==> config.mk <==
export PLATFORM = sky130hd
export DESIGN_NAME = ufe_front
export DESIGN_NICKNAME = d
export VERILOG_FILES = /design/src/sv/ufe_pkg.sv /design/src/sv/ufe_fifo.sv /design/src/sv/ufe_front.sv
export SDC_FILE = /design/constraint.sdc
export NUM_CORES = 1
export LEC_CHECK = 0
export BUFFER_PORTS_ARGS = -buffer_cell sky130_fd_sc_hd__clkbuf_2
export CORE_AREA = 2 2 69 71
export DETAILED_ROUTE_END_ITERATION = 16
export DIE_AREA = 0 0 71 73
export PLACE_DENSITY_LB_ADDON = 0.2
export SLEW_MARGIN = 20
export SYNTH_ARGS = -nofsm -noshare
export SYNTH_HDL_FRONTEND = slang
export SYNTH_HIERARCHICAL = 1
export SYNTH_SLANG_ARGS = --single-unit
==> constraint.sdc <==
create_clock -name i_clk -period 5.8 [get_ports i_clk]
set_input_delay 1.16 -clock i_clk [delete_from_list [all_inputs] [get_ports i_clk]]
set_output_delay 1.16 -clock i_clk [all_outputs]
set_load 0.05 [all_outputs]
==> src/sv/ufe_pkg.sv <==
// ----------------------------------------------------------------------------
// ufe_pkg
// Types and constants shared by the union-find engine modules.
// ----------------------------------------------------------------------------
`default_nettype none
package ufe_pkg;
    localparam int ELEM_W       = 10;
    localparam int SIZE_W       = 11;
    localparam int CMD_W        = 2;
    localparam int MAX_ELEM_DEF = 1024;
    localparam int QUEUE_DEPTH  = 2;

    localparam logic [CMD_W-1:0] CMD_CLEAR = 2'd0;
    localparam logic [CMD_W-1:0] CMD_UNION = 2'd1;
    localparam logic [CMD_W-1:0] CMD_FIND  = 2'd2;

    typedef enum logic [2:0] {
        K_CLEAR,
        K_UNION,
        K_FIND,
        K_ERR,
        K_NOP
    } t_kind;

    typedef struct packed {
        t_kind             kind;
        logic [ELEM_W-1:0] a;
        logic [ELEM_W-1:0] b;
    } t_job;

    typedef struct packed {
        logic [ELEM_W-1:0] leader;
        logic [SIZE_W-1:0] group_size;
        logic              joined;
        logic              index_error;
    } t_result;

    typedef struct packed {
        logic [ELEM_W-1:0] parent;
        logic [SIZE_W-1:0] size;
    } t_entry;
endpackage
`default_nettype wire

==> src/sv/ufe_fifo.sv <==
// ----------------------------------------------------------------------------
// ufe_fifo
// Small register queue that decouples a producer from a consumer.
// ----------------------------------------------------------------------------
`default_nettype none
module ufe_fifo import ufe_pkg::*; #(
    parameter type T = t_job
) (
    input  wire  i_clk,
    input  wire  i_rst_n,
    input  wire  i_push,
    input  T     i_data,
    output logic o_full,
    input  wire  i_pop,
    output logic o_empty,
    output T     o_data
);
    localparam int PW = $clog2(QUEUE_DEPTH);

    T                 r_mem [QUEUE_DEPTH];
    logic [PW-1:0]    r_wp;
    logic [PW-1:0]    r_rp;
    logic [PW:0]      r_cnt;
    logic             do_push;
    logic             do_pop;

    assign o_full  = (r_cnt == (PW+1)'(QUEUE_DEPTH));
    assign o_empty = (r_cnt == '0);
    assign o_data  = r_mem[r_rp];
    assign do_push = i_push && !o_full;
    assign do_pop  = i_pop && !o_empty;

    always_ff @(posedge i_clk) begin
        if (do_push) begin
            r_mem[r_wp] <= i_data;
        end
    end

    always_ff @(posedge i_clk) begin
        if (!i_rst_n) begin
            r_wp  <= '0;
            r_rp  <= '0;
            r_cnt <= '0;
        end else begin
            if (do_push) begin
                r_wp <= r_wp + PW'(1);
            end
            if (do_pop) begin
                r_rp <= r_rp + PW'(1);
            end
            r_cnt <= r_cnt + (PW+1)'(do_push) - (PW+1)'(do_pop);
        end
    end
endmodule
`default_nettype wire

==> src/sv/ufe_front.sv <==
// ----------------------------------------------------------------------------
// ufe_front
// Accepts commands, checks indices against the active limit and queues jobs.
// ----------------------------------------------------------------------------
`default_nettype none
module ufe_front import ufe_pkg::*; #(
    parameter int MAX_ELEMENTS = MAX_ELEM_DEF
) (
    input  wire                i_clk,
    input  wire                i_rst_n,
    input  wire                i_hold,
    input  wire [SIZE_W-1:0]   i_active_count,
    input  wire                i_push,
    output logic               o_full,
    input  wire [CMD_W-1:0]    i_command,
    input  wire [ELEM_W-1:0]   i_elem_a,
    input  wire [ELEM_W-1:0]   i_elem_b,
    input  wire                i_job_pop,
    output logic               o_job_empty,
    output t_job               o_job
);
    logic a_ok;
    logic b_ok;
    logic q_full;
    t_job job;

    assign a_ok = (32'(i_elem_a) < 32'(i_active_count)) && (32'(i_elem_a) < 32'(MAX_ELEMENTS));
    assign b_ok = (32'(i_elem_b) < 32'(i_active_count)) && (32'(i_elem_b) < 32'(MAX_ELEMENTS));

    always_comb begin
        job.a = i_elem_a;
        job.b = i_elem_b;
        case (i_command)
            CMD_CLEAR: job.kind = K_CLEAR;
            CMD_UNION: job.kind = (a_ok && b_ok) ? K_UNION : K_ERR;
            CMD_FIND:  job.kind = a_ok ? K_FIND : K_ERR;
            default:   job.kind = K_NOP;
        endcase
    end

    assign o_full = q_full || i_hold;

    ufe_fifo #(.T(t_job)) u_job_q (
        .i_clk   (i_clk),
        .i_rst_n (i_rst_n),
        .i_push  (i_push && !i_hold),
        .i_data  (job),
        .o_full  (q_full),
        .i_pop   (i_job_pop),
        .o_empty (o_job_empty),
        .o_data  (o_job)
    );
endmodule
`default_nettype wire

Word level (Yosys, flattened, before mapping):

Memory sizes are Yosys's and may differ from the RTL's. A register that Yosys moved wholly into a read port is not among the register bits.
Index checks and enable logic that the tools add are counted.
Widths: inputs -> output; s select.

* $add $sub $neg: 4
* $mul: 0
* div/mod/pow operators: 0
* magnitude comparators: 2
* equality and inequality tests: 3
* shift operators: 0
* multiplexer cells: 7
* bitwise logic cells: 0
* reduce and logical (&&, ||, !) cells: 10

Operators by type and width (count)
* $lt 10x11->1: 2
* $pmux 3 s3: 1
* $mux 1: 5
* $eq 2x2->1 const B: 2
* $logic_and 1x1->1: 4
* $logic_not 2->1: 2
* $logic_not 1->1: 3
* $add 1x1->1 const B: 2
* $add 2x1->2: 1
* $eq 2x1->1 const B: 1
* $mux 2: 1
* $sub 2x1->2: 1
* $logic_or 1x1->1: 1

* register bits: 4
* latch bits: 0
* RAM bits: 46
* memory bits (read-only): 0
* input port bits: 38
* output and inout bits: 25
* logic and storage cells: 30
* memories: 1

Memory list
* u_job_q.r_mem: depth 2, width 23, read ports 1, clocked after Yosys merged registers in 1, wr ports 1, line ufe_fifo.sv:20 `T r_mem [QUEUE_DEPTH];`

Logic depth before layout (Yosys ltp):

* word-level depth: 5
* mapped depth: 8
* mapped depth without buffers: 8

Cells and area by module:

The synthesis kept the hierarchy.

By module, submodules not included
* ufe_fifo: instances 1, cells an instance 98, area an instance 1896.8 um^2
* ufe_front: instances 1, cells an instance 63, area an instance 503.0 um^2

Worst setup path after synthesis:

OpenSTA, ideal clock, no wires.

* kind: input port to flip-flop
* from: input port i_push
* to: memory u_job_q/r_mem[0][0] in the netlist's numbering (enable)
* library setup time: 0.403 ns
* data arrival time: 2.392 ns
* required time: 5.397 ns
* path slack: 3.006 ns
* cell stages on the path: 3
* buffers on the path: 0
* path through: nor2b_1 -> nand2_1 -> nor2_1

* word-level cells in the longest chain between the ends: 4

RTL lines
* from (decl): line ufe_front.sv:13 `input wire i_push,`
* $logic_and 1x1->1: line ufe_front.sv:46 `.i_push (i_push && !i_hold),`
* $logic_and 1x1->1: line ufe_fifo.sv:30 `assign do_push = i_push && !o_full;`
* $mux 1: line ufe_fifo.sv:34 `if (do_push) begin`
* $mux 1 (implied by the code): line ufe_fifo.sv:35 `r_mem[r_wp] <= i_data;`
* to (decl): line ufe_fifo.sv:20

No other way between the ends.

Final worst setup path:

* from: input port i_hold
* to: output port o_full

* word-level cells in the longest chain between the ends: 1

RTL lines
* from (decl): line ufe_front.sv:11 `input wire i_hold,`
* $logic_or 1x1->1: line ufe_front.sv:41 `assign o_full = q_full || i_hold;`
* to (decl): line ufe_front.sv:14 `output logic o_full,`

No other way between the ends.

==> impl_metrics.json <==
{
  "worstPathArrival_ns": 1.76,
  "cts.sinks": 51,
  "swShare": 0.395,
  "die_x_um": 71,
  "fmax_ghz": 0.342,
  "setup_violations": 0,
  "async_reset_ff_frac": 0,
  "syn_inst": 161,
  "ys_warn_count": 6,
  "worstPathMaxFanout": 2,
  "core_area_sq_um": 4540,
  "hold_viol": 0,
  "drc": 0,
  "rows": 25,
  "p_leak_nw": 1.23,
  "wire_per_inst_um": 15.2,
  "max_cap_violations": 0,
  "synth_flop_cell": "edfxtp_1",
  "dr.pass1.iters": 4,
  "grt_max_degree": 24,
  "synth_top_area_frac": 0.576,
  "synth.area.top_cells": "edfxtp_1 (58%), mux2_2 (11%), ha_1 (10%)",
  "syn_to_final_growth_pct": 18.5,
  "grt_pass1_wl_um": 6830,
  "worst_pin_slew_ns": 0.699,
  "overflow": 0,
  "routed_wl_um": 4270,
  "power_mw": 1.08,
  "cp_slowest_stage_delay_ns": 0.28,
  "post_cts_resized": 0,
  "crit_path_end_kind": "output pin",
  "ios": 63,
  "min_period_ns": 2.92,
  "synth-compound-area-share": 0.0527,
  "fin_setup_tns_ns": 0,
  "p_int_uw": 654,
  "layout-drive-gt1-share": 0.430,
  "report.final.slew_viol_count": 0,
  "io_buffers": 62,
  "fin_util": 0.627,
  "antenna_found_initial": 0,
  "dieArea_sq_um": 5180,
  "synth_seq_cells": 51,
  "p_clk_frac": 0.172,
  "die_y_um": 73,
  "cts-hold-fix-buffers": 0,
  "cp_slowest_cell": "or2_2",
  "nets": 286,
  "syn_area_per_cell_sq_um": 14.9,
  "hold_path.class": "flop to flop",
  "numCtsBuffers": 5,
  "crit_required_ns": 4.64,
  "num_vias": 1502,
  "rsz0062_at_grt": "false",
  "drt-initial-drc-count": 67,
  "tritoncts": "done",
  "synth_fp_nets": 219,
  "dpl.hpwl_um": 3270,
  "path_clk_slew_ns": 0.08,
  "p_seq_frac": 0.445,
  "worstSkewPairLatency_ns": 0.30,
  "track_usage": 0.175,
  "p_per_area_nw_per_um2": 381,
  "synth-seq-area-share": 0.617,
  "routed_via_density": 5.33,
  "synth-edff-count": 46,
  "cts.root.buffer_cell": "clkbuf_8",
  "synth_top_family_by_area": "multiplexers",
  "peakVddDrop_v": 0.000265,
  "finalClockSkew_ns": 0.00892,
  "start_util": 0.529,
  "maxSlewHeadroom": 0.533,
  "place.gp.congestion": 0.806,
  "synth-xor-area-share": 0.00730,
  "ys_types": 30,
  "combPwrFrac": 0.383,
  "synth_top_area_cell": "edfxtp_1",
  "cts_buffer_depth": 2,
  "grt_pass1_vias": 1514,
  "outcome": "finished clean",
  "synth-simple-area-share": 0.0782,
  "period_share": 0.504,
  "synthMuxAreaShare": 0.112,
  "path_class": "primary input to output pin",
  "crit_chain": "clkbuf_2 > or2_2 > clkbuf_2",
  "p_sw_uw": 428,
  "synthAdderAreaFrac": 0.104,
  "post-cts-setup-buffer-count": 0,
  "n_antenna_cell": 0,
  "crit_top_cell": "clkbuf_2",
  "cts_htree_levels": 2,
  "syn-cell-area_sq_um": 2400,
  "cp-start-kind": "primary input",
  "detail-route-antenna-nets": 0
}
==> layer usage <==
layer  vias to the layer above  wire (um)  track usage
li1                        736          -            -
met1                       717       1730        0.191
met2                        42       2230        0.323
met3                         7        260       0.0539
met4                         0         59       0.0566
met5                         -          0            0
==> flip-flops by register name, indices dropped and copies added, names as in the netlist, named ones only <==
signal	count
u_job_q/r_wp	1
u_job_q/r_mem	46
u_job_q/r_rp	1
u_job_q/r_cnt	2
==> per-stage QoR <==
step,worst slack [ns],area (sq um),instances,hold slack [ns]
finish,2.88,2840,282,0.522
global route,2.86,2840,282,0.557
CTS,2.58,2840,282,0.531
detailed placement,2.88,2760,275,0.518
global placement,2.88,2760,275,0.478
floorplan,3.01,2400,161,0.455
==> power groups by stage <==
stage          logic (mW)  clock network (mW)  registers, mW
2_1_floorplan       0.357                   0          0.465
3_3_place_gp        0.409                   0          0.487
3_5_place_dp        0.421                   0          0.492
4_1_cts             0.422               0.191          0.484
5_1_grt             0.441               0.206          0.490
6_report            0.415               0.186          0.482
==> layout make-up <==
| class | instances | area (sq um) |
|---|---|---|
| clock buffers | 5 | 68.8 |
| clock inverters | 2 | 8.76 |
| fillers | 356 | 1690 |
| inverters | 12 | 45.0 |
| multi-input cells | 96 | 860 |
| flip-flops and latches | 51 | 1480 |
| well taps | 54 | 67.6 |
| repair buffers | 62 | 310 |
==> cell usage after synthesis (2+ instances only) <==
master    instances
a21oi_1           7
mux2_2           23
nand2_1           4
nand3_1           2
buf_6             2
a21o_1            4
ha_1             20
edfxtp_1         46
and2_1            3
inv_1            12
nand2b_1          5
nand4b_1          2
nor2_1            6
dfxtp_1           5
o21ai_0           3
nor2b_1           2
nand4_1           2
==> critical path: cells and delay by family <==
kind | cells | cell delay [ns]
buf+inv | 2 | 0.33
simple gates | 1 | 0.28
==> final timing paths <==
check | from | to | slack [ns] | cells past startpoint
max | i_hold | o_full | 2.88 | 3
min | u_job_q/r_wp$_SDFFE_PN0P_ | u_job_q/r_wp$_SDFFE_PN0P_ | 0.52 | 2
max reg2reg | u_job_q/r_cnt[0]$_SDFF_PN0_ | u_job_q/r_cnt[1]$_SDFF_PN0_ | 4.05 | 8
min reg2reg | u_job_q/r_wp$_SDFFE_PN0P_ | u_job_q/r_wp$_SDFFE_PN0P_ | 0.52 | 2
==> logic make-up (layout without fill, tap and decap cells) <==
group	after synthesis	after routing
compound gates	19	19
xor+xnor	2	2
fa+ha+maj	20	20
buf+inv	14	81
flops	51	51
mux	24	24
simple gates	31	31
==> layout by cell type (no fill, tap or decap), drive strengths merged, types with 2 or more instances in the layout <==
master  instances
nand4b          3
clkinv          2
nand2b          5
nand2           4
dfxtp           5
clkbuf         67
nand4           2
a21o            4
o21ai           3
nor2            6
ha             20
mux2           23
edfxtp         46
a21oi           8
inv            12
nand3           2
and2            3
nor2b           2
(Power assumes the default switching activity.)
