===== src/sv/ufe_pkg.sv =====
// ----------------------------------------------------------------------------
// ufe_pkg
// Types and constants shared by the union-find engine modules.
// ----------------------------------------------------------------------------
`default_nettype none
package ufe_pkg;
    localparam int ELEM_W       = 10;
    localparam int SIZE_W       = 11;
    localparam int CMD_W        = 2;
    localparam int MAX_ELEM_DEF = 1024;
    localparam int QUEUE_DEPTH  = 2;

    localparam logic [CMD_W-1:0] CMD_CLEAR = 2'd0;
    localparam logic [CMD_W-1:0] CMD_UNION = 2'd1;
    localparam logic [CMD_W-1:0] CMD_FIND  = 2'd2;

    typedef enum logic [2:0] {
        K_CLEAR,
        K_UNION,
        K_FIND,
        K_ERR,
        K_NOP
    } t_kind;

    typedef struct packed {
        t_kind             kind;
        logic [ELEM_W-1:0] a;
        logic [ELEM_W-1:0] b;
    } t_job;

    typedef struct packed {
        logic [ELEM_W-1:0] leader;
        logic [SIZE_W-1:0] group_size;
        logic              joined;
        logic              index_error;
    } t_result;

    typedef struct packed {
        logic [ELEM_W-1:0] parent;
        logic [SIZE_W-1:0] size;
    } t_entry;
endpackage
`default_nettype wire


===== src/sv/ufe_fifo.sv =====
// ----------------------------------------------------------------------------
// ufe_fifo
// Small register queue that decouples a producer from a consumer.
// ----------------------------------------------------------------------------
`default_nettype none
module ufe_fifo import ufe_pkg::*; #(
    parameter type T = t_job
) (
    input  wire  i_clk,
    input  wire  i_rst_n,
    input  wire  i_push,
    input  T     i_data,
    output logic o_full,
    input  wire  i_pop,
    output logic o_empty,
    output T     o_data
);
    localparam int PW = $clog2(QUEUE_DEPTH);

    T                 r_mem [QUEUE_DEPTH];
    logic [PW-1:0]    r_wp;
    logic [PW-1:0]    r_rp;
    logic [PW:0]      r_cnt;
    logic             do_push;
    logic             do_pop;

    assign o_full  = (r_cnt == (PW+1)'(QUEUE_DEPTH));
    assign o_empty = (r_cnt == '0);
    assign o_data  = r_mem[r_rp];
    assign do_push = i_push && !o_full;
    assign do_pop  = i_pop && !o_empty;

    always_ff @(posedge i_clk) begin
        if (do_push) begin
            r_mem[r_wp] <= i_data;
        end
    end

    always_ff @(posedge i_clk) begin
        if (!i_rst_n) begin
            r_wp  <= '0;
            r_rp  <= '0;
            r_cnt <= '0;
        end else begin
            if (do_push) begin
                r_wp <= r_wp + PW'(1);
            end
            if (do_pop) begin
                r_rp <= r_rp + PW'(1);
            end
            r_cnt <= r_cnt + (PW+1)'(do_push) - (PW+1)'(do_pop);
        end
    end
endmodule
`default_nettype wire


===== config.mk =====
export PLATFORM = sky130hd
export DESIGN_NAME = ufe_fifo
export DESIGN_NICKNAME = d
export VERILOG_FILES = /design/src/sv/ufe_pkg.sv /design/src/sv/ufe_fifo.sv
export SDC_FILE = /design/constraint.sdc
export NUM_CORES = 1
export LEC_CHECK = 0
export BUFFER_PORTS_ARGS = -buffer_cell sky130_fd_sc_hd__buf_2
export CELL_PAD_IN_SITES_DETAIL_PLACEMENT = 0
export CELL_PAD_IN_SITES_GLOBAL_PLACEMENT = 1
export CORE_ASPECT_RATIO = 1.25
export CORE_MARGIN = 4
export CORE_UTILIZATION = 39
export CTS_BUF_LIST = sky130_fd_sc_hd__clkbuf_8
export DETAILED_ROUTE_END_ITERATION = 7
export HOLD_SLACK_MARGIN = 0.12
export PLACE_DENSITY = 0.84
export SLEW_MARGIN = 20
export SYNTH_ARGS = -nofsm -noshare
export SYNTH_HDL_FRONTEND = slang
export SYNTH_SLANG_ARGS = --single-unit

===== constraint.sdc =====
create_clock -name i_clk -period 5.9 [get_ports i_clk]
set_input_delay 0.59 -clock i_clk [delete_from_list [all_inputs] [get_ports i_clk]]
set_output_delay 0.59 -clock i_clk [all_outputs]
set_load 0.01 [all_outputs]

; After elaboration in Yosys (flattened, before gate mapping)
; Memory sizes are Yosys's and may differ from the RTL's. A register that Yosys moved wholly into a read port is not among the register bits.
; Cells that the tools add are included.
; Widths: inputs -> output; s select.
[classes]
add_sub_neg = 4
n_eq_ne = 1
n_mux = 4
reduce_logical = 5
[ops]
columns = operator, count
row1 = $mux 1, 4
row2 = $add 1x1->1 const B, 2
row3 = $add 2x1->2, 1
row4 = $eq 2x2->1 const B, 1
row5 = $logic_and 1x1->1, 2
row6 = $logic_not 1->1, 2
row7 = $logic_not 2->1, 1
row8 = $sub 2x1->2, 1
[word_totals]
reg_bits = 4
ram_bits = 46
elab_cells = 18
memories = 1
[memory_table]
columns = name, depth, width, read_ports, rd_clocked_by_memory_dff, write_ports, line_no
row1 = r_mem, 2, 23, 1, 1, 1, ufe_fifo.sv:20  ; T r_mem [QUEUE_DEPTH];

; Depth between registers and ports, before layout
; Gate-level depths: netlist of the first run.
[logic_depth]
depth_word = 5
mapped_depth = 8
depth_no_buf = 8

; Worst setup path after synthesis of the first run
; No wires, ideal clock.
[synth_path]
kind = input to register
from = input port i_push
to = memory r_mem[0][0] (netlist name) (enable)
setup_time_ps = 403
arrival_time_ps = 1667
required_ps = 5497
setup_slack_ps = 3830
stages = 2
n_path_buf = 0
path_cell_list = nand2_1 > nor2_1
[synth_via]
elab_chain_cells = 3
[synth_lines]
columns = element, line_no
row1 = "start, declared", ufe_fifo.sv:11  ; input wire i_push,
row2 = $logic_and 1x1->1, ufe_fifo.sv:30  ; assign do_push = i_push && !o_full;
row3 = $mux 1, ufe_fifo.sv:34  ; if (do_push) begin
row4 = $mux 1 (not written as such), ufe_fifo.sv:35  ; r_mem[r_wp] <= i_data;
row5 = "end, declared", ufe_fifo.sv:20
; Every way passes these cells.

==> results of run 1 <==
==> registers in the layout, indices dropped and copies added, names as in the netlist, named ones only <==
register	count
r_cnt	2
r_rp	1
r_wp	1
r_mem	46
==> metrics by stage <==
| step | setup slack [ns] | std cells | area [um^2] | util (%) |
|---|---|---|---|---|
| 4_1_cts | 3.38 | 214 | 2310 | 48.9 |
| 6_report | 3.41 | 214 | 2320 | 49.0 |
| 3_5_place_dp | 3.73 | 207 | 2210 | 46.7 |
| 5_1_grt | 3.30 | 214 | 2320 | 49.0 |
| 3_3_place_gp | 3.78 | 207 | 2210 | 46.7 |
| 2_1_floorplan | 3.83 | 98 | 1900 | - |
==> worst paths after layout <==
path	slack [ns]	start	to
hold / removal	0.47	i_data[17]	r_mem[1][17]
setup reg to reg	4.09	r_cnt[0]	r_mem[1][10]
setup / recovery	3.41	flop	o_data[20]
hold reg to reg	0.53	r_rp	flop
==> layout by cell type (no fill, tap or decap) <==
master,synthesis,routed
sky130_fd_sc_hd__xor2_1,1,1
sky130_fd_sc_hd__edfxtp_1,46,46
sky130_fd_sc_hd__inv_1,3,3
sky130_fd_sc_hd__nor3_1,1,1
sky130_fd_sc_hd__nor2_1,5,4
sky130_fd_sc_hd__nand2_1,2,2
sky130_fd_sc_hd__bufinv_16,0,1
sky130_fd_sc_hd__nand2b_1,2,2
sky130_fd_sc_hd__and2_1,2,2
sky130_fd_sc_hd__mux2i_1,1,1
sky130_fd_sc_hd__dfxtp_1,5,5
sky130_fd_sc_hd__clkinvlp_4,0,1
sky130_fd_sc_hd__xnor2_1,1,1
sky130_fd_sc_hd__ha_1,2,2
sky130_fd_sc_hd__o21a_1,1,1
sky130_fd_sc_hd__buf_2,0,51
sky130_fd_sc_hd__clkbuf_8,0,5
sky130_fd_sc_hd__nor2_4,0,1
sky130_fd_sc_hd__mux2_2,23,23
sky130_fd_sc_hd__and3_1,1,1
==> cells by family after synthesis <==
logic type                 after synthesis
AOI/OAI and AO/OA                        1
xor gates and xnor gates                 2
adders and majority gates                2
buffers and inverters                    5
DFF                                     51
muxes                                   24
and+or+nand+nor                         13
==> report_power, final <==
group	total [W]	switching, W	internal [W]
sequential	0.000511	0.0000438	0.000468
combinational	0.000256	0.000127	0.000129
clock	0.000232	0.000108	0.000124
total	0.00100	0.000279	0.000721
==> layer usage <==
layer | wire (um) | up-vias
li1 | - | 480
met3 | 241 | 6
met2 | 1660 | 38
met1 | 1270 | 461
met5 | 0 | -
met4 | 68 | 0
==> layout make-up <==
class / count / area, um^2 / share of cell area, %
clock inverter: 2 / 37.5 / 1.62
multi-input combinational: 42 / 389 / 16.8
sequential: 51 / 1480 / 63.9
clock buffer: 5 / 68.8 / 2.97
tap: 60 / 75.1 / 3.24
timing repair buffer: 51 / 255 / 11.0
inverter: 3 / 11.3 / 0.486
==> worst max-delay path, cell delays in order, from the launching register on <==
cell                      delay (ns)
sky130_fd_sc_hd__dfxtp_1        1.02
sky130_fd_sc_hd__mux2_2         0.43
sky130_fd_sc_hd__buf_2          0.14
==> results list, run 1 <==
- The run finished with clean final reports.
* Met2 Usage GRT: a little under a fifth
* Wire length of the first global-routing pass: approximately 5000 um
- Using the TritonRoute via totals, the vias-per-cell ratio works out to about 4.6.
* Share of the synthesized area in the top cell type: 72.8%
- The worst pin sits at a relative slew slack of between 20% and 30%.
- Clock Tree Buf Depth: 2
- Global routing used roughly 3.9% of the available met3 tracks.
* Port Buffer Count: 51
- The number of global-route vias before repair is about 1000.
* Fraction of registers with async set or reset after synthesis: 0%
* Arrival time of data at the critical path endpoint: between 1.5 and 2 ns
- Final HPWL DP: 2240 um
- Hold Path Stages: 1
* Largest net degree at the start of global routing: 24
* Die Width: between 70 and 80 um
* Overall power consumption: 0.00100 W
- Number of DRC violations after detailed routing: 0
- The biggest area contributor in the post-synthesis netlist is sky130_fd_sc_hd__edfxtp_1.
- The worst register-to-register path has a depth of 2.
- Top-count cell post-synth: sky130_fd_sc_hd__edfxtp_1
- In this run the power density over the cells is 431 mW/mm^2.
- The synthesized netlist occupies a cell area of roughly 0.0019 mm^2.
- The number of failing hold endpoints at the final stage was 0.
- After the last flow step, the layout net total stands at 183.
- On the final layout, the worst hold slack is 0.474 ns.
- Number of maximum-capacitance constraint violations: 0
* Number of antenna violations at the first check in global routing: 0
- After floorplanning, the core was divided into 28 placement rows.
* Filler instances: slightly above 400
* Count of state elements after synthesis: 51
* Most instantiated flip-flop cell in the synthesis netlist: sky130_fd_sc_hd__edfxtp_1
- Most area-consuming cells after synthesis: sky130_fd_sc_hd__edfxtp_1 (73%), sky130_fd_sc_hd__mux2_2 (14%), sky130_fd_sc_hd__dfxtp_1 (5.3%), sky130_fd_sc_hd__ha_1 (1.3%), sky130_fd_sc_hd__buf_6 (1.2%)
- CTS built an H-tree with a depth of 2.
* Die Footprint: just over 0.006 mm^2
- For this run, the register share of the synthesized area comes to slightly below 80%.
- Setup violation total in the final timing report: 0
* Count of routing violations after the opening detailed-route iteration: 54
- Capturing element type of the critical path: primary output
* Hold-fix buffer count after cts: 0
* Clock input transition at the sequential cells of the worst setup and hold paths: about 0.09 ns
* Static power due to leakage: approximately 0.89 nW
- Setup repair after global routing left no endpoint under its margin.
- Clock tree skew after final layout: roughly 0.0055 ns
* Class of the tightest hold or removal check: primary input to flop
- After detailed routing, the average wire length per cell comes to ~15 um.
- Synth cell count leaders: sky130_fd_sc_hd__edfxtp_1 (46), sky130_fd_sc_hd__mux2_2 (23), sky130_fd_sc_hd__dfxtp_1 (5), sky130_fd_sc_hd__nor2_1 (5), sky130_fd_sc_hd__inv_1 (3)
- Post-synthesis compound-gate area fraction: less than 1%
* Adder and majority cell fraction of the synthesized area: 1.32%
* Final GP Congestion: between 0.7 and 0.8
* Number of synthesis warnings: 0
- Summing the areas of all and, or, nand and nor instances in the mapped netlist gives between 3 and 4% of the synthesized area.
* Clock tree from TritonCTS: yes
* Transition time at the pin with the least slew margin: 1.06 ns
- Area of the core: ~0.0047 mm^2
* Number of flops mapped to enable cells by yosys: 46
- For this design the top-level I/O count stands at between 50 and 60.
* Mean post-synth cell area: a little under 20 um^2
- In this run the most used layer during global routing was met2.
- TNS Setup: 0 ns
- Buffer type at the clock tree root: sky130_fd_sc_hd__clkbuf_8
* Post-Syn Instances: just under 100
- Global routing used a little over a tenth of the available tracks.
* Area Overhead vs Synth: 22.2%
- Total congestion overflow: 0
* Starting utilization of the core area: 40.1%
* Shortest clock period the worst path allows after layout: between 2 and 2.5 ns
- Wirelength, routed: 3240 um
- Number of library cell types mapped by synthesis: 16
- In this run, post-CTS repair resized a total of 0 instances.
- Highest fanout seen on the critical path: 23
- Multiplexer area fraction after synthesis: ~14%
* Worst setup path class: flop to primary output
- Global routing used a little under an eighth of the available met1 tracks.
- After synthesis, the largest family of logic cells by area is multiplexers.
- Summing over every cut layer, the via total after detailed routing is between 900 and 1000.
- CTS saw ~50 sinks.
* Source-to-sink clock delay at the later pin of the worst-skew pair: ~0.3 ns
* Height of the chip: approximately 86 um
- In this run the post-CTS setup repair buffer count came out at 0.
- In the final layout, the share of cells above drive strength 1 is between 50 and 60%.
- The number of nets in the synthesized netlist is about 130.
* Total iterations of the first detailed-routing run: 3
- Dividing the final minimum period by the clock period gives 42.2%.
- Counting the buffers created by CTS gives 5.
- The count of nets left with antenna violations once routing finished came out at 0.
* ANT cells: 0
- Kind of launch point of the worst setup path: flop
- Required time of the critical path: 5.31 ns
* Share of the synthesized netlist area taken by xor and xnor gates: 0.923%
- Maximum vdd ir drop: 0.000241 V
- Timing-limited maximum frequency: 401 MHz
- The final count of pins violating max slew came to 0.
(Power assumes the default switching activity.)
==> run 2, diff against run 1 <==
PLACE_DENSITY = 0.87   (was 0.84)
clock period = 2 ns   (was 5.9 ns; I/O delays follow)
==> results list, run 2 (synthesis gave the netlist of run 1 again) <==
- The maximum count of clock buffers along a single path is 2 (unchanged).
- Number of nets with antenna violations after detailed routing: 0 (unchanged)
- The switching power of the nets is 0.000821 W (+190%).
- The number of placed instances, taps included came to 211 (+1.9%).
* Placement Rows: 28 (unchanged)
- The total routing resource utilization after global routing came to 11.8% (+0.90 points).
* Count of final max-slew check failures: 0 (unchanged)
* Worst Hold Slack: 0.156 ns (-0.318 ns)
- Multi-input combinational cell area: 384 um^2 (-1.3%)
- The number of global-route vias before repair came to 1215 (+17%).
- The core footprint was 0.00473 mm^2 (unchanged).
- The number of DRC markers after the initial detailed-route iteration is 43 (-20%).
* Clock tree skew after final layout: 0.00196 ns (-0.00359 ns)
- Die Footprint: 0.00605 mm^2 (unchanged)
* Number of vias per cell: 4.49 (-2.5%)
* Routed via count: 1086 (+10%)
* Post_cts resized: 0 (unchanged)
- Required time of the critical path: 2.22 ns (-3.09 ns)
- The final setup violation count is 0 (unchanged).
- Most common library cell in the layout ignoring fill and taps: sky130_fd_sc_hd__buf_2
- Internal portion of total power: 0.00218 W (+200%)
* Kind of launch point of the worst setup path: flop
- Clock buffer count from CTS: 5 (unchanged)
- Clock input transition at the sequential cells of the worst setup and hold paths: 0.08 ns (about the same)
- Transition time at the pin with the least slew margin: 0.311 ns (-0.753 ns)
- The largest individual stage delay along the critical path comes from the cell sky130_fd_sc_hd__dfxtp_1.
* Number of clock sinks: 51 (unchanged)
- Timing-limited maximum frequency: around 600 MHz
* Shortest clock period the worst path allows after layout: ~1.7 ns
- In this design, the critical path's most frequently occurring cell is sky130_fd_sc_hd__ha_1.
* Source-to-sink clock delay at the later pin of the worst-skew pair: 0.29 ns (about the same)
* Number of antenna violations at the first check in global routing: 0 (unchanged)
- The post-detailed-route wirelength per cell is 13.6 um (-10%).
* Worst slew margin relative to its limit: 79.2% (+50 points)
* Part of the power in combinational logic: 29.4% (+3.8 points)
* Share of post-route cells with drive strength above 1: 47.8% (-5.4 points)
* H-tree depth: 2 (unchanged)
* Clock tree from TritonCTS: yes
- Hold-fix buffer count after cts: 23 (+23)
* Critical Path Max Stage Delay: 0.38 ns (-0.64 ns)
- Largest regs: r_mem: 46 flops, r_cnt: 2 flops
- The initial standard-cell utilization of the core was 40.1% (unchanged).
* Post-route fraction of the period consumed by the critical path: between 80% and 90%
* Final HPWL DP: 2250 um (+0.12%)
* Status: complete, no violations
- Final standard cell count with taps included and fillers excluded: 242 (+13%)
- The remaining global-route overflow came to 0 (unchanged).
- Maximum vdd ir drop: 0.000612 V (+150%)
* Worst-path cell chain: nand2b_1 > nand2_1 > ha_1 > inv_1 > ha_1 > xor2_1 > and2_1 > nor3_1
* RSZ-0062 raised after global routing: false
- The chip width was 70.4 um (unchanged).
- Capturing element type of the critical path: flop
- Largest register by flop count: r_mem
- The largest net degree at the start of global routing is 24 (unchanged).
- The clock share of power came to 22.8% (-0.4 points).
* Final GP Congestion: 0.676 (-10%)
* Height of the chip: 86.0 um (unchanged)
- The antenna diode count came to 0 (unchanged).
- Wirelength, routed: 3290 um (+1.6%)
- The final net count is 210 (+15%).
- Static power due to leakage: 1.02 nW (+14%)
- Combined flip-flop and latch cell area: 0.00148 mm^2 (unchanged)
- The residual DRC count came to 0 (unchanged).
- The number of failing hold endpoints at the final stage came to 0 (unchanged).
- Filler instances: 381 (-8.2%)
* Wire length of the first global-routing pass: 5450 um (+11%)
- The portion of total power attributed to sequential cells came to 47.9% (-3.3 points).
* Total iterations of the first detailed-routing run: 4 (+1)
- Class of the tightest hold or removal check: primary input to flop
- Number of ports placed on the die boundary: 52 (unchanged)
- Buffer type at the clock tree root: sky130_fd_sc_hd__clkbuf_8
* Commonest cells after routing, fill and taps aside: sky130_fd_sc_hd__buf_2 (51), sky130_fd_sc_hd__edfxtp_1 (46), sky130_fd_sc_hd__mux2_2 (23), sky130_fd_sc_hd__dlygate4sd3_1 (23)
- The flip-flop count of the largest register, all copies and words added came to 46 (unchanged).
* Arrival time of data at the critical path endpoint: 1.93 ns (+0.03 ns)
- The total power divided by cell area came to 1160 mW/mm^2 (+170%).
- The count of input and output buffers was 51 (unchanged).
* Fraction of power spent switching nets: 27.4% (-0.53 points)
* Post-CTS setup-driven buffer insertion count: 0 (unchanged)
* Worst setup path class: flop to flop
* Overall power consumption: 0.00300 W (+200%)
- The area growth from synthesis to layout is 36.0%.
- The maximum net fanout on the critical path was 4 (-83%).
* Number of maximum-capacitance constraint violations: 0 (unchanged)
- The total negative slack for setup checks was 0 ns (unchanged).
-- run 2: layer usage --
layer / GRT usage, % / routed length [um]
met1: 12.8 / 1280
met2: 21.4 / 1720
met3: 3.40 / 229
met4: 5.23 / 62
met5: 0 / 0
-- run 2: per-stage QoR --
stage / setup WS, ns / cell area, um^2 / util (%)
floorplan: 0.0241 / 1900 / -
global placement: 0.438 / 2240 / 47.3
detailed placement: 0.304 / 2240 / 47.3
CTS: 0.299 / 2580 / 54.6
global route: 0.171 / 2580 / 54.6
finish: 0.289 / 2580 / 54.6
-- run 2: worst paths after layout --
| kind | from | end | slack [ns] | depth (start not counted) |
|---|---|---|---|---|
| max | r_cnt[0] | r_cnt[1] | 0.29 | 8 |
| min | i_rst_n | r_cnt[0] | 0.16 | 2 |
| max reg2reg | r_cnt[0] | r_cnt[1] | 0.29 | 8 |
| min reg2reg | r_wp | r_wp | 0.52 | 2 |
-- run 2: area by class of cell --
| type | instances | area share (%) |
|---|---|---|
| inverter | 3 | 0.436 |
| sequential | 51 | 57.4 |
| timing repair buffer | 78 | 20.0 |
| multi-input combinational | 42 | 14.9 |
| tap | 60 | 2.91 |
| clock inverter | 3 | 1.70 |
| clock buffer | 5 | 2.67 |
-- run 2: critical path: cells and delay by family (launching register included) --
| family | cells | cell delay (ns) |
|---|---|---|
| xor+xnor | 1 | 0.15 |
| simple gates | 4 | 0.59 |
| flops | 1 | 0.38 |
| buf+inv | 1 | 0.04 |
| fa+ha+maj | 2 | 0.49 |
-- run 2: power by group through the flow --
stage,logic [W],registers [W],clock network (W)
after detailed placement,0.000860,0.00146,0
after global routing,0.000973,0.00145,0.000770
after CTS,0.000900,0.00144,0.000706
final,0.000881,0.00144,0.000684
after global placement,0.000837,0.00145,0
after floorplan,0.000556,0.00146,0
